===== src/sv/lbp_pkg.sv =====
`default_nettype none
// ----------------------------------------------------------------------------
// lbp_pkg
// Shared types and constants of the 3x3 local binary pattern operator.
// ----------------------------------------------------------------------------
package lbp_pkg;

	localparam int PIX_W         = 8;
	localparam int CFG_W         = 12;
	localparam int ROW_W         = 12;
	localparam int MAX_WIDTH_DEF = 2048;

	// APB register file
	localparam int APB_AW = 3;
	localparam int APB_DW = 32;

	localparam logic       REG_IMAGE_WIDTH  = 1'b0;
	localparam logic       REG_IMAGE_HEIGHT = 1'b1;
	localparam logic [CFG_W-1:0] WIDTH_RESET  = 12'd640;
	localparam logic [CFG_W-1:0] HEIGHT_RESET = 12'd480;

	// code bit positions, clockwise from top-left
	localparam int BIT_TOP_LEFT     = 7;
	localparam int BIT_TOP          = 6;
	localparam int BIT_TOP_RIGHT    = 5;
	localparam int BIT_RIGHT        = 4;
	localparam int BIT_BOTTOM_RIGHT = 3;
	localparam int BIT_BOTTOM       = 2;
	localparam int BIT_BOTTOM_LEFT  = 1;
	localparam int BIT_LEFT         = 0;

	typedef struct packed {
		logic [CFG_W-1:0] image_width;
		logic [CFG_W-1:0] image_height;
	} cfg_t;

	// pixel request in flight between line store read and window update
	typedef struct packed {
		logic [PIX_W-1:0] pixel;
		logic             produce;
		logic             row_end;
		logic             frame_end;
	} s1_ctl_t;

	// two line store rows packed in one memory word
	typedef struct packed {
		logic [PIX_W-1:0] older;
		logic [PIX_W-1:0] newer;
	} line_pair_t;

endpackage
`default_nettype wire


===== src/sv/lbp_cfg_regs.sv =====
`default_nettype none
// ----------------------------------------------------------------------------
// lbp_cfg_regs
// APB register file holding image width and image height.
// ----------------------------------------------------------------------------
module lbp_cfg_regs (
	input  wire logic                        clk,
	input  wire logic                        arst_n,
	input  wire logic                        psel,
	input  wire logic                        penable,
	input  wire logic                        pwrite,
	input  wire logic [lbp_pkg::APB_AW-1:0]  paddr,
	input  wire logic [lbp_pkg::APB_DW-1:0]  pwdata,
	output logic      [lbp_pkg::APB_DW-1:0]  prdata,
	output logic                             pready,
	output lbp_pkg::cfg_t                    cfg
);
	import lbp_pkg::*;

	logic wr_en;
	logic reg_sel;

	assign pready  = 1'b1;
	assign wr_en   = psel && penable && pwrite;
	assign reg_sel = paddr[2];

	// write registers on the access cycle
	always_ff @(posedge clk or negedge arst_n) begin
		if (!arst_n) begin
			cfg.image_width  <= WIDTH_RESET;
			cfg.image_height <= HEIGHT_RESET;
		end else if (wr_en) begin
			if (reg_sel == REG_IMAGE_WIDTH) begin
				cfg.image_width <= pwdata[CFG_W-1:0];
			end else begin
				cfg.image_height <= pwdata[CFG_W-1:0];
			end
		end
	end

	// read back
	always_comb begin
		prdata = '0;
		if (reg_sel == REG_IMAGE_WIDTH) begin
			prdata[CFG_W-1:0] = cfg.image_width;
		end else begin
			prdata[CFG_W-1:0] = cfg.image_height;
		end
	end

endmodule
`default_nettype wire


===== config.mk =====
export PLATFORM = sky130hd
export DESIGN_NAME = lbp_cfg_regs
export DESIGN_NICKNAME = d
export VERILOG_FILES = /design/src/sv/lbp_pkg.sv /design/src/sv/lbp_cfg_regs.sv
export SDC_FILE = /design/constraint.sdc
export NUM_CORES = 1
export LEC_CHECK = 0
export ABC_AREA = 0
export BUFFER_PORTS_ARGS = -buffer_cell sky130_fd_sc_hd__buf_2
export CAP_MARGIN = 10
export CORE_MARGIN = 4
export CORE_UTILIZATION = 39
export CTS_CLUSTER_SIZE = 16
export DETAILED_ROUTE_END_ITERATION = 8
export PLACE_DENSITY = 0.8
export SETUP_SLACK_MARGIN = 0.15
export SKIP_LAST_GASP = 1
export SLEW_MARGIN = 10
export SYNTH_ARGS = -nofsm -noshare
export SYNTH_HDL_FRONTEND = slang
export SYNTH_SLANG_ARGS = --single-unit

===== constraint.sdc =====
create_clock -name clk -period 1.1 [get_ports clk]
set_input_delay 0.275 -clock clk [delete_from_list [all_inputs] [get_ports clk]]
set_output_delay 0.275 -clock clk [all_outputs]
set_load 0.03 [all_outputs]

==> impl_results.md <==
* Status: finished, violations left
* Violated checks: negative setup slack
* Power Density at 1930 mW/mm^2
* Critical path endpoint category: output port
* Critical Path AT at 1.16 ns
* Final Max Tran Viols at 0
* Final setup viols at 37
* Fraction of layout cells with a size suffix above 1 at 83.9%
* Period utilization at 130%
* Total die area at 0.00426 mm^2
* Largest net degree at the start of global routing at 14
* Synth Area in Compound Gates at 0%
* First-pass GRT wire length at 4970 um
* Reg-to-Reg Start: cfg[1]$_DFFE_PN0P_
* Leading registers by flop count: cfg: 24 flops
* Seq/Total Area, Yosys at 47.5%
* Simple-gate portion of the synthesized area at 2.83%
* Detailed Route Iter0 Violations at 9
* Top cell type's share of synthesized area at 35.2%
* Clk Latency, worst-skew pair at 0.31 ns
* Initial core utilization at 41.3%
* Routed WL per cell at 15.2 um
* Tot Pwr at 4.19 mW
* GRT overflow at 0
* Die Span X at 65.3 um
* FMAX at 0.697 GHz
* Most flop-heavy register: cfg
* Max FO, Critical Path at 3
* Vias per inst at 4.42
* Slack of the critical path at -0.335 ns
* Placed cell areas at 0.00169 mm^2
* Area grow syn2layout at 69.7%
* Vert. Die Dim at 65.3 um
* CP startpoint kind: register
* H-tree depth at 1
* Synth async-reset ratio at 100%
* CP Launch Point: cfg[6]$_DFFE_PN1P_
* Leading post-synthesis cells by cell area: dfrtp_1 (35%), mux2_2 (23%), dfstp_2 (12%)
* Synthesized area at 0.00128 mm^2
* Unrepaired setup endpoints after global routing: true
* Placer Congestion at 0.712
* Peak supply drop at 1300 uV
* Most used DFF post-synth: dfrtp_1
* Initial antenna violation count at 0
* EDFF count, synth at 0
* Final hold vios at 0
* Total number of vias at 964
* Xor/xnor cell area share of the yosys netlist at 0%
* Crit path kind: reg2out
* CTS Sinks at 24
* Flops & latches, synth at 24
* CORE AREA at 0.00310 mm^2
* Syn_area_per_cell at 14.5 um^2
* Yosys top cell by area: dfrtp_1
* Routed wire length at 3320 um
* Post-synth top cells: mux2_2 (26), buf_4 (21), dfrtp_1 (18)
* Synthesized instance count at 88
* Clock root buffer master: clkbuf_4
* Hold Path Class: in2reg
* Largest family of logic cells by synthesized area: multiplexers
* Vias in the first global route at 1059
* TritonCTS clock tree: done
* Mux cell area share after synthesis at 34.6%
* Pre-antenna DRT Iters at 2
* Count of different cell masters after synthesis at 10
* Buffers on Ports at 53
* Clock skew at 0 ns
* # diodes at 0
* Most frequent cell after synthesis: mux2_2
* Worst-path clk slew at 0.13 ns
* Rows at 20
* Final nets at 215
* Pleak at 1.12 nW
* Max Cap Viol at 0
* Final ANT Viol Nets at 0
* Clock period minus worst slack at 1.44 ns
* Post-synthesis adder-cell area fraction at 0%
* I/O Pins at 97
* DRC errors left at 0
* Largest register FFs at 24
* Hold path startpoint: pwdata[11]
* Clock buffer depth at 2
* Finished Core Util at 70.0%
* Synth warnings at 0
* CP required at 0.82 ns
* Clock buffer count from CTS at 3
* Gr usage total at 15.6%
* Finished Cell Area at 0.00217 mm^2
* Post-DP HPWL at 2140 um
metrics by stage:
step,std cells,worst slack (ns),TNS (ns),hold slack [ns]
6_report,218,-0.335,-8.57,0.193
5_1_grt,218,-0.385,-10.23,0.175
4_1_cts,210,-0.339,-8.20,0.185
3_5_place_dp,195,-0.252,-6.57,0.155
3_3_place_gp,195,-0.250,-6.15,0.152
2_1_floorplan,107,-0.0183,-0.101,-0.0206
per-layer routing:
| layer | share of wire, % | track usage, % | wire length [um] |
|---|---|---|---|
| met5 | 0 | 0 | 0 |
| met4 | 1.9 | 5.18 | 63 |
| met3 | 5.6 | 4.27 | 187 |
| met2 | 58 | 31.9 | 1940 |
| met1 | 34 | 14.3 | 1140 |
cell type report:
| cell class | instances | area [um^2] |
|---|---|---|
| clock buffer | 4 | 36.3 |
| fill | 222 | 931 |
| multi-input combinational | 60 | 636 |
| sequential | 24 | 623 |
| tap | 44 | 55.1 |
| timing repair buffer | 86 | 822 |
final timing paths:
path | endpoint | slack, ns | cells past startpoint
min in group asynchronous | cfg[0]$_DFFE_PN0P_ | 0.35 | 2
setup reg to reg | cfg[1]$_DFFE_PN0P_ | -0.02 | 4
hold reg to reg | cfg[11]$_DFFE_PN0P_ | 0.55 | 1
hold / removal | cfg[23]$_DFFE_PN0P_ | 0.19 | 2
max in group asynchronous | cfg[8]$_DFFE_PN1P_ | 0.32 | 3
setup / recovery | prdata[6] | -0.34 | 2
cell families after synthesis:
| logic type | after synthesis |
|---|---|
| buf+inv | 24 |
| flops | 24 |
| mux | 36 |
| other cells | 2 |
| simple gates | 2 |
layout by cell type (no fill, tap or decap):
cell	n
clkbuf_4	3
buf_6	51
dfrtp_1	6
nand4b_4	2
dlygate4sd3_1	1
mux2_2	14
clkbuf_8	1
buf_2	17
buf_12	2
conb_1	21
buf_4	15
dfstp_2	6
nand4_4	1
mux2_4	22
dfrtp_2	12
worst max-delay path, stage by stage, from the launching register on:
cell and delay [ns]:
dfstp_2 0.57, mux2_4 0.15, buf_6 0.12
timing repair:
action                                  4_1_cts  5_1_grt
buffers inserted                              9        8
gates cloned                                  1        0
hold buffers                                  1        0
endpoints found under the setup margin       47       37
hold endpoints to repair                      6        0
resized for setup                            73       17
power by group:
part           switching [mW]  internal, mW
logic                    1.17          1.27
clock network           0.263         0.202
registers               0.151          1.13
total                    1.58          2.61
Note: power is estimated with default switching activity, not from simulation.
