===== src/sv/lbp_pkg.sv =====
`default_nettype none
// ----------------------------------------------------------------------------
// lbp_pkg
// Shared types and constants of the 3x3 local binary pattern operator.
// ----------------------------------------------------------------------------
package lbp_pkg;

	localparam int PIX_W         = 8;
	localparam int CFG_W         = 12;
	localparam int ROW_W         = 12;
	localparam int MAX_WIDTH_DEF = 2048;

	// APB register file
	localparam int APB_AW = 3;
	localparam int APB_DW = 32;

	localparam logic       REG_IMAGE_WIDTH  = 1'b0;
	localparam logic       REG_IMAGE_HEIGHT = 1'b1;
	localparam logic [CFG_W-1:0] WIDTH_RESET  = 12'd640;
	localparam logic [CFG_W-1:0] HEIGHT_RESET = 12'd480;

	// code bit positions, clockwise from top-left
	localparam int BIT_TOP_LEFT     = 7;
	localparam int BIT_TOP          = 6;
	localparam int BIT_TOP_RIGHT    = 5;
	localparam int BIT_RIGHT        = 4;
	localparam int BIT_BOTTOM_RIGHT = 3;
	localparam int BIT_BOTTOM       = 2;
	localparam int BIT_BOTTOM_LEFT  = 1;
	localparam int BIT_LEFT         = 0;

	typedef struct packed {
		logic [CFG_W-1:0] image_width;
		logic [CFG_W-1:0] image_height;
	} cfg_t;

	// pixel request in flight between line store read and window update
	typedef struct packed {
		logic [PIX_W-1:0] pixel;
		logic             produce;
		logic             row_end;
		logic             frame_end;
	} s1_ctl_t;

	// two line store rows packed in one memory word
	typedef struct packed {
		logic [PIX_W-1:0] older;
		logic [PIX_W-1:0] newer;
	} line_pair_t;

endpackage
`default_nettype wire


===== src/sv/lbp_window.sv =====
`default_nettype none
// ----------------------------------------------------------------------------
// lbp_window
// 3x3 window columns and the eight neighbor comparisons against the center.
// ----------------------------------------------------------------------------
module lbp_window (
	input  wire logic                          clk,
	input  wire logic                          arst_n,
	input  wire logic                          adv,
	input  wire lbp_pkg::s1_ctl_t              ctl,
	input  wire logic [lbp_pkg::PIX_W-1:0]     top,
	input  wire logic [lbp_pkg::PIX_W-1:0]     mid,
	output logic      [lbp_pkg::PIX_W-1:0]     code
);
	import lbp_pkg::*;

	// 0..2: column c-2, 3..5: column c-1; top, middle, bottom
	logic [PIX_W-1:0] win_q [6];
	logic [PIX_W-1:0] ctr;

	// shift the window by one column
	always_ff @(posedge clk or negedge arst_n) begin
		if (!arst_n) begin
			for (int i = 0; i < 6; i++) begin
				win_q[i] <= '0;
			end
		end else if (adv) begin
			win_q[0] <= win_q[3];
			win_q[1] <= win_q[4];
			win_q[2] <= win_q[5];
			win_q[3] <= top;
			win_q[4] <= mid;
			win_q[5] <= ctl.pixel;
		end
	end

	// compare neighbors against the center
	assign ctr = win_q[4];
	always_comb begin
		code                   = '0;
		code[BIT_TOP_LEFT]     = win_q[0] > ctr;
		code[BIT_TOP]          = win_q[3] > ctr;
		code[BIT_TOP_RIGHT]    = top > ctr;
		code[BIT_RIGHT]        = mid > ctr;
		code[BIT_BOTTOM_RIGHT] = ctl.pixel > ctr;
		code[BIT_BOTTOM]       = win_q[5] > ctr;
		code[BIT_BOTTOM_LEFT]  = win_q[2] > ctr;
		code[BIT_LEFT]         = win_q[1] > ctr;
	end

endmodule
`default_nettype wire


===== config.mk =====
export PLATFORM = sky130hd
export DESIGN_NAME = lbp_window
export DESIGN_NICKNAME = d
export VERILOG_FILES = /design/src/sv/lbp_pkg.sv /design/src/sv/lbp_window.sv
export SDC_FILE = /design/constraint.sdc
export NUM_CORES = 1
export LEC_CHECK = 0
export BUFFER_PORTS_ARGS = -buffer_cell sky130_fd_sc_hd__buf_2
export CORE_MARGIN = 5
export CORE_UTILIZATION = 35
export CTS_CLUSTER_DIAMETER = 50
export DETAILED_ROUTE_END_ITERATION = 10
export GPL_TIMING_DRIVEN = 0
export PLACE_DENSITY = 0.6
export SYNTH_ARGS = -nofsm -noshare
export SYNTH_HDL_FRONTEND = slang
export SYNTH_SLANG_ARGS = --single-unit

===== constraint.sdc =====
create_clock -name clk -period 1.4 [get_ports clk]
set_clock_uncertainty 0.1 [all_clocks]
set_input_delay 0 -clock clk [delete_from_list [all_inputs] [get_ports clk]]
set_output_delay 0 -clock clk [all_outputs]
set_load 0.1 [all_outputs]

==> impl_metrics.csv <==
group,metric,value,unit
status,outcome,"finished with violations",
status,violations,"negative setup slack",
synth,synth_top_area_frac,0.363,
synth,synth_top_family_by_area,"adder cells",
routing,ant_nets,0,
synth,ys.warnings.count,0,
placed_design,gp_congestion,0.749,
timing,setup_viol,8,
worst_hold_path,hp-class,"input port to flip-flop",
global_routing,grt_start_max_net_pins,49,
cts,insertion_delay,300,ps
synth,ys_ff_latch,48,
placed_design,dp_slack,-646,ps
critical_path,rrSetupSlack,210,ps
placed_design,place_inst,444,
timing,drv_slew,0,
synth,syn_nets,376,
routing,drc,0,
floorplan,die_w,107,um
floorplan,die-height,107,um
critical_path,cp_data_required_time,1300,ps
power_and_ir_drop,powerDensity,1110,nW/um2
layout,layout.cells.non_filler,484,
power_and_ir_drop,swShare,0.371,
timing,timing.fmax,0.475,GHz
power_and_ir_drop,total_power,4.82,mW
synth,synthTopCellsByCount,"ha_1 (64), dfrtp_1 (48), mux2_4 (36), a21oi_1 (32)",
critical_path,r2r-end,"ctr[7]",
placed_design,port_buffers,33,
worst_hold_path,whs_path_depth,4,
routing,routed_wl,8180,um
synth,ys_seq_area_frac,0.363,
placed_design,dpl-instance-area,3700,um2
power_and_ir_drop,p_sw,1.79,mW
timing,slew_headroom,0.548,
synth,synthXorXnorAreaFrac,0,
cts,h-tree-depth,2,
synth,synth_simple_gate_area_frac,0.0681,
power_and_ir_drop,cellLeakagePower,1.98,nW
timing,final_hold_viol_count,0,
layout,drive_gt1_frac,0.335,
layout,final_design_area_no_fill,4360,um2
run,max-cap-violations,0,
layout,area_growth,31.9,%
synth,ys_types,15,
cts,numCtsBuffers,5,
power_and_ir_drop,internal_power,3.03,mW
layout,layout.nets,448,
critical_path,critPathKind,"flip-flop to output port",
timing,finalCriticalPeriod,2100,ps
layout,seqCellArea,1200,um2
floorplan,core-area,9240,um2
synth,avgSynthCellArea,11.7,um2
critical_path,start_kind,"flip-flop",
worst_hold_path,hold_end,"win_q[16]",
synth,async_flop_share,1.00,
synth,synth.most_common_cell,"ha_1",
synth,synthTopCellsByArea,"dfrtp_1 (36%), ha_1 (24%), mux2_4 (16%), a21oi_1 (4.8%), nand4_1 (3.0%)",
layout,multiInputGateArea,2130,um2
cts,cts-root-buf,"clkbuf_8",
global_routing,grt_pass1_vias,2735,
global_routing,grt.overflow.total,0,
critical_path,crit_path_end_kind,"output port",
synth,synth_compound_area_frac,0.118,
routing,first_pass_iters,4,
floorplan,ioPinCount,38,
cts,clock-sinks,48,
synth,synth_area,3310,um2
layout,insertedDiodeCount,0,
timing,tns,-5390,ps
routing,wl_per_cell,16.9,um
power_and_ir_drop,comb_power_share,0.437,
synth,ys.flop_type,"dfrtp_1",
synth,synthAdderAreaFrac,0.242,
synth,synthMuxAreaShare,0.164,
timing,setup_slack,-704,ps
global_routing,grt_use_total,0.149,
cts,clk_path_buf_depth,2,
routing,via_per_inst,5.10,
floorplan,die_area,11500,um2
routing,dr_total_vias,2468,
timing,tightest_slew,678,ps
floorplan,initial_core_util,0.358,
critical_path,cp_max_fo,5,
critical_path,worstReg2RegStart,"ctr[7]",
routing,drt_iter0_markers,70,
cts,path_clk_slew,100,ps
synth,yosysTopAreaCell,"dfrtp_1",
power_and_ir_drop,seqPwrFrac,0.352,
critical_path,r2r_cells,4,
layout,nFillCells,845,
placed_design,dp_hpwl,5810,um
synth,postSynthCellCount,282,
critical_path,critical_path_arrival,2000,ps
floorplan,rows,35,
synth,synth_edf_count,0,
worst_hold_path,hp-start,"adv",
power_and_ir_drop,vdd_drop_max,0.672,mV
power_and_ir_drop,clockPowerShare,0.210,
timing,rsz0062_at_grt,"yes",
cts,cts_tree,"done",
global_routing,grt_pass1_wl,13400,um
timing,post-route-period-util,1.50,
global_routing,antenna_found_initial,0,
## critical path, cell delays in order (launching register included)
cell	delay [ps]
dfrtp_2	450
clkinvlp_4	120
buf_12	150
ha_4	270
nand4_1	200
a21oi_2	180
o22a_4	160
buf_12	160
## timing repair
| action | 4_1_cts | 5_1_grt |
|---|---|---|
| endpoints found under the hold margin | 72 | 0 |
| hold buffers | 25 | 0 |
| buffers inserted | 2 | 2 |
| gates cloned | 2 | 1 |
| gates resized for setup | 53 | 9 |
| pin swaps | 7 | 4 |
| endpoints found under the setup margin | 8 | 56 |
## worst max path at each step
stage	depth (start not counted)	start	to	slack, ps
after floorplan	6	ctr[1]	code[4]	-90
after global placement	6	ctr[7]	code[1]	-610
after CTS	6	ctr[5]	code[6]	-710
after detailed placement	6	ctr[7]	code[4]	-650
final	7	ctr[7]	code[5]	-700
after global routing	7	ctr[7]	code[3]	-800
## final cells by class
cell class,count,share of cell area
repair inverters,3,0.00516
multi-input cells,212,0.489
repair buffers,62,0.130
well taps,129,0.0370
flip-flops and latches,48,0.276
inverters,15,0.0161
clock buffers,5,0.0158
clock inverters,3,0.00976
plain buffers,7,0.0209
## logic make-up (layout without fill, tap and decap cells)
logic type / count (synthesis) / after routing
simple gates: 44 / 44
compound gates: 68 / 68
mux: 36 / 36
flops: 48 / 48
buf+inv: 22 / 95
fa+ha+maj: 64 / 64
## power by group through the flow
| stage | sequential (mW) | clock [mW] | combinational [mW] |
|---|---|---|---|
| 6_report | 1.70 | 1.02 | 2.11 |
| 5_1_grt | 1.72 | 1.10 | 2.30 |
| 4_1_cts | 1.69 | 1.04 | 2.09 |
| 3_5_place_dp | 1.71 | 0 | 1.76 |
| 3_3_place_gp | 1.70 | 0 | 1.69 |
| 2_1_floorplan | 1.66 | 0 | 1.40 |
## layout by cell type, fill, tap and decap left out, types with 3 or more instances in the layout
cell type and n:
ha_1 58, dfrtp_1 45, mux2_4 36, a21oi_1 25, buf_2 25, dlygate4sd3_1 25, nand2_1 20, nand4_1 16
o21ai_0 12, inv_1 11, buf_12 10, nor2b_1 8, o211ai_1 8, o22a_4 8, o21ai_1 7, a21oi_2 7
clkinvlp_4 7, ha_4 6, clkbuf_8 5, buf_6 3, dfrtp_2 3, buf_4 3
## state kept, by name, indices dropped and copies added, names as in the netlist
register and cells:
win_q 40, ctr 8
## metrics by stage
step,util,hold WS [ps]
after floorplan,-,-396
after CTS,0.466,44.1
after detailed placement,0.401,135
after global placement,0.401,135
final,0.472,46.4
after global routing,0.472,49.3
## routing by layer
| metal | vias to the layer above | wire length (um) | track usage |
|---|---|---|---|
| met5 | - | 0 | 0 |
| met2 | 45 | 4160 | 0.262 |
| met1 | 1213 | 3630 | 0.184 |
| met4 | 0 | 143 | 0.0521 |
| li1 | 1196 | - | - |
| met3 | 14 | 252 | 0.0259 |
Power figures use the tool's default switching activity.
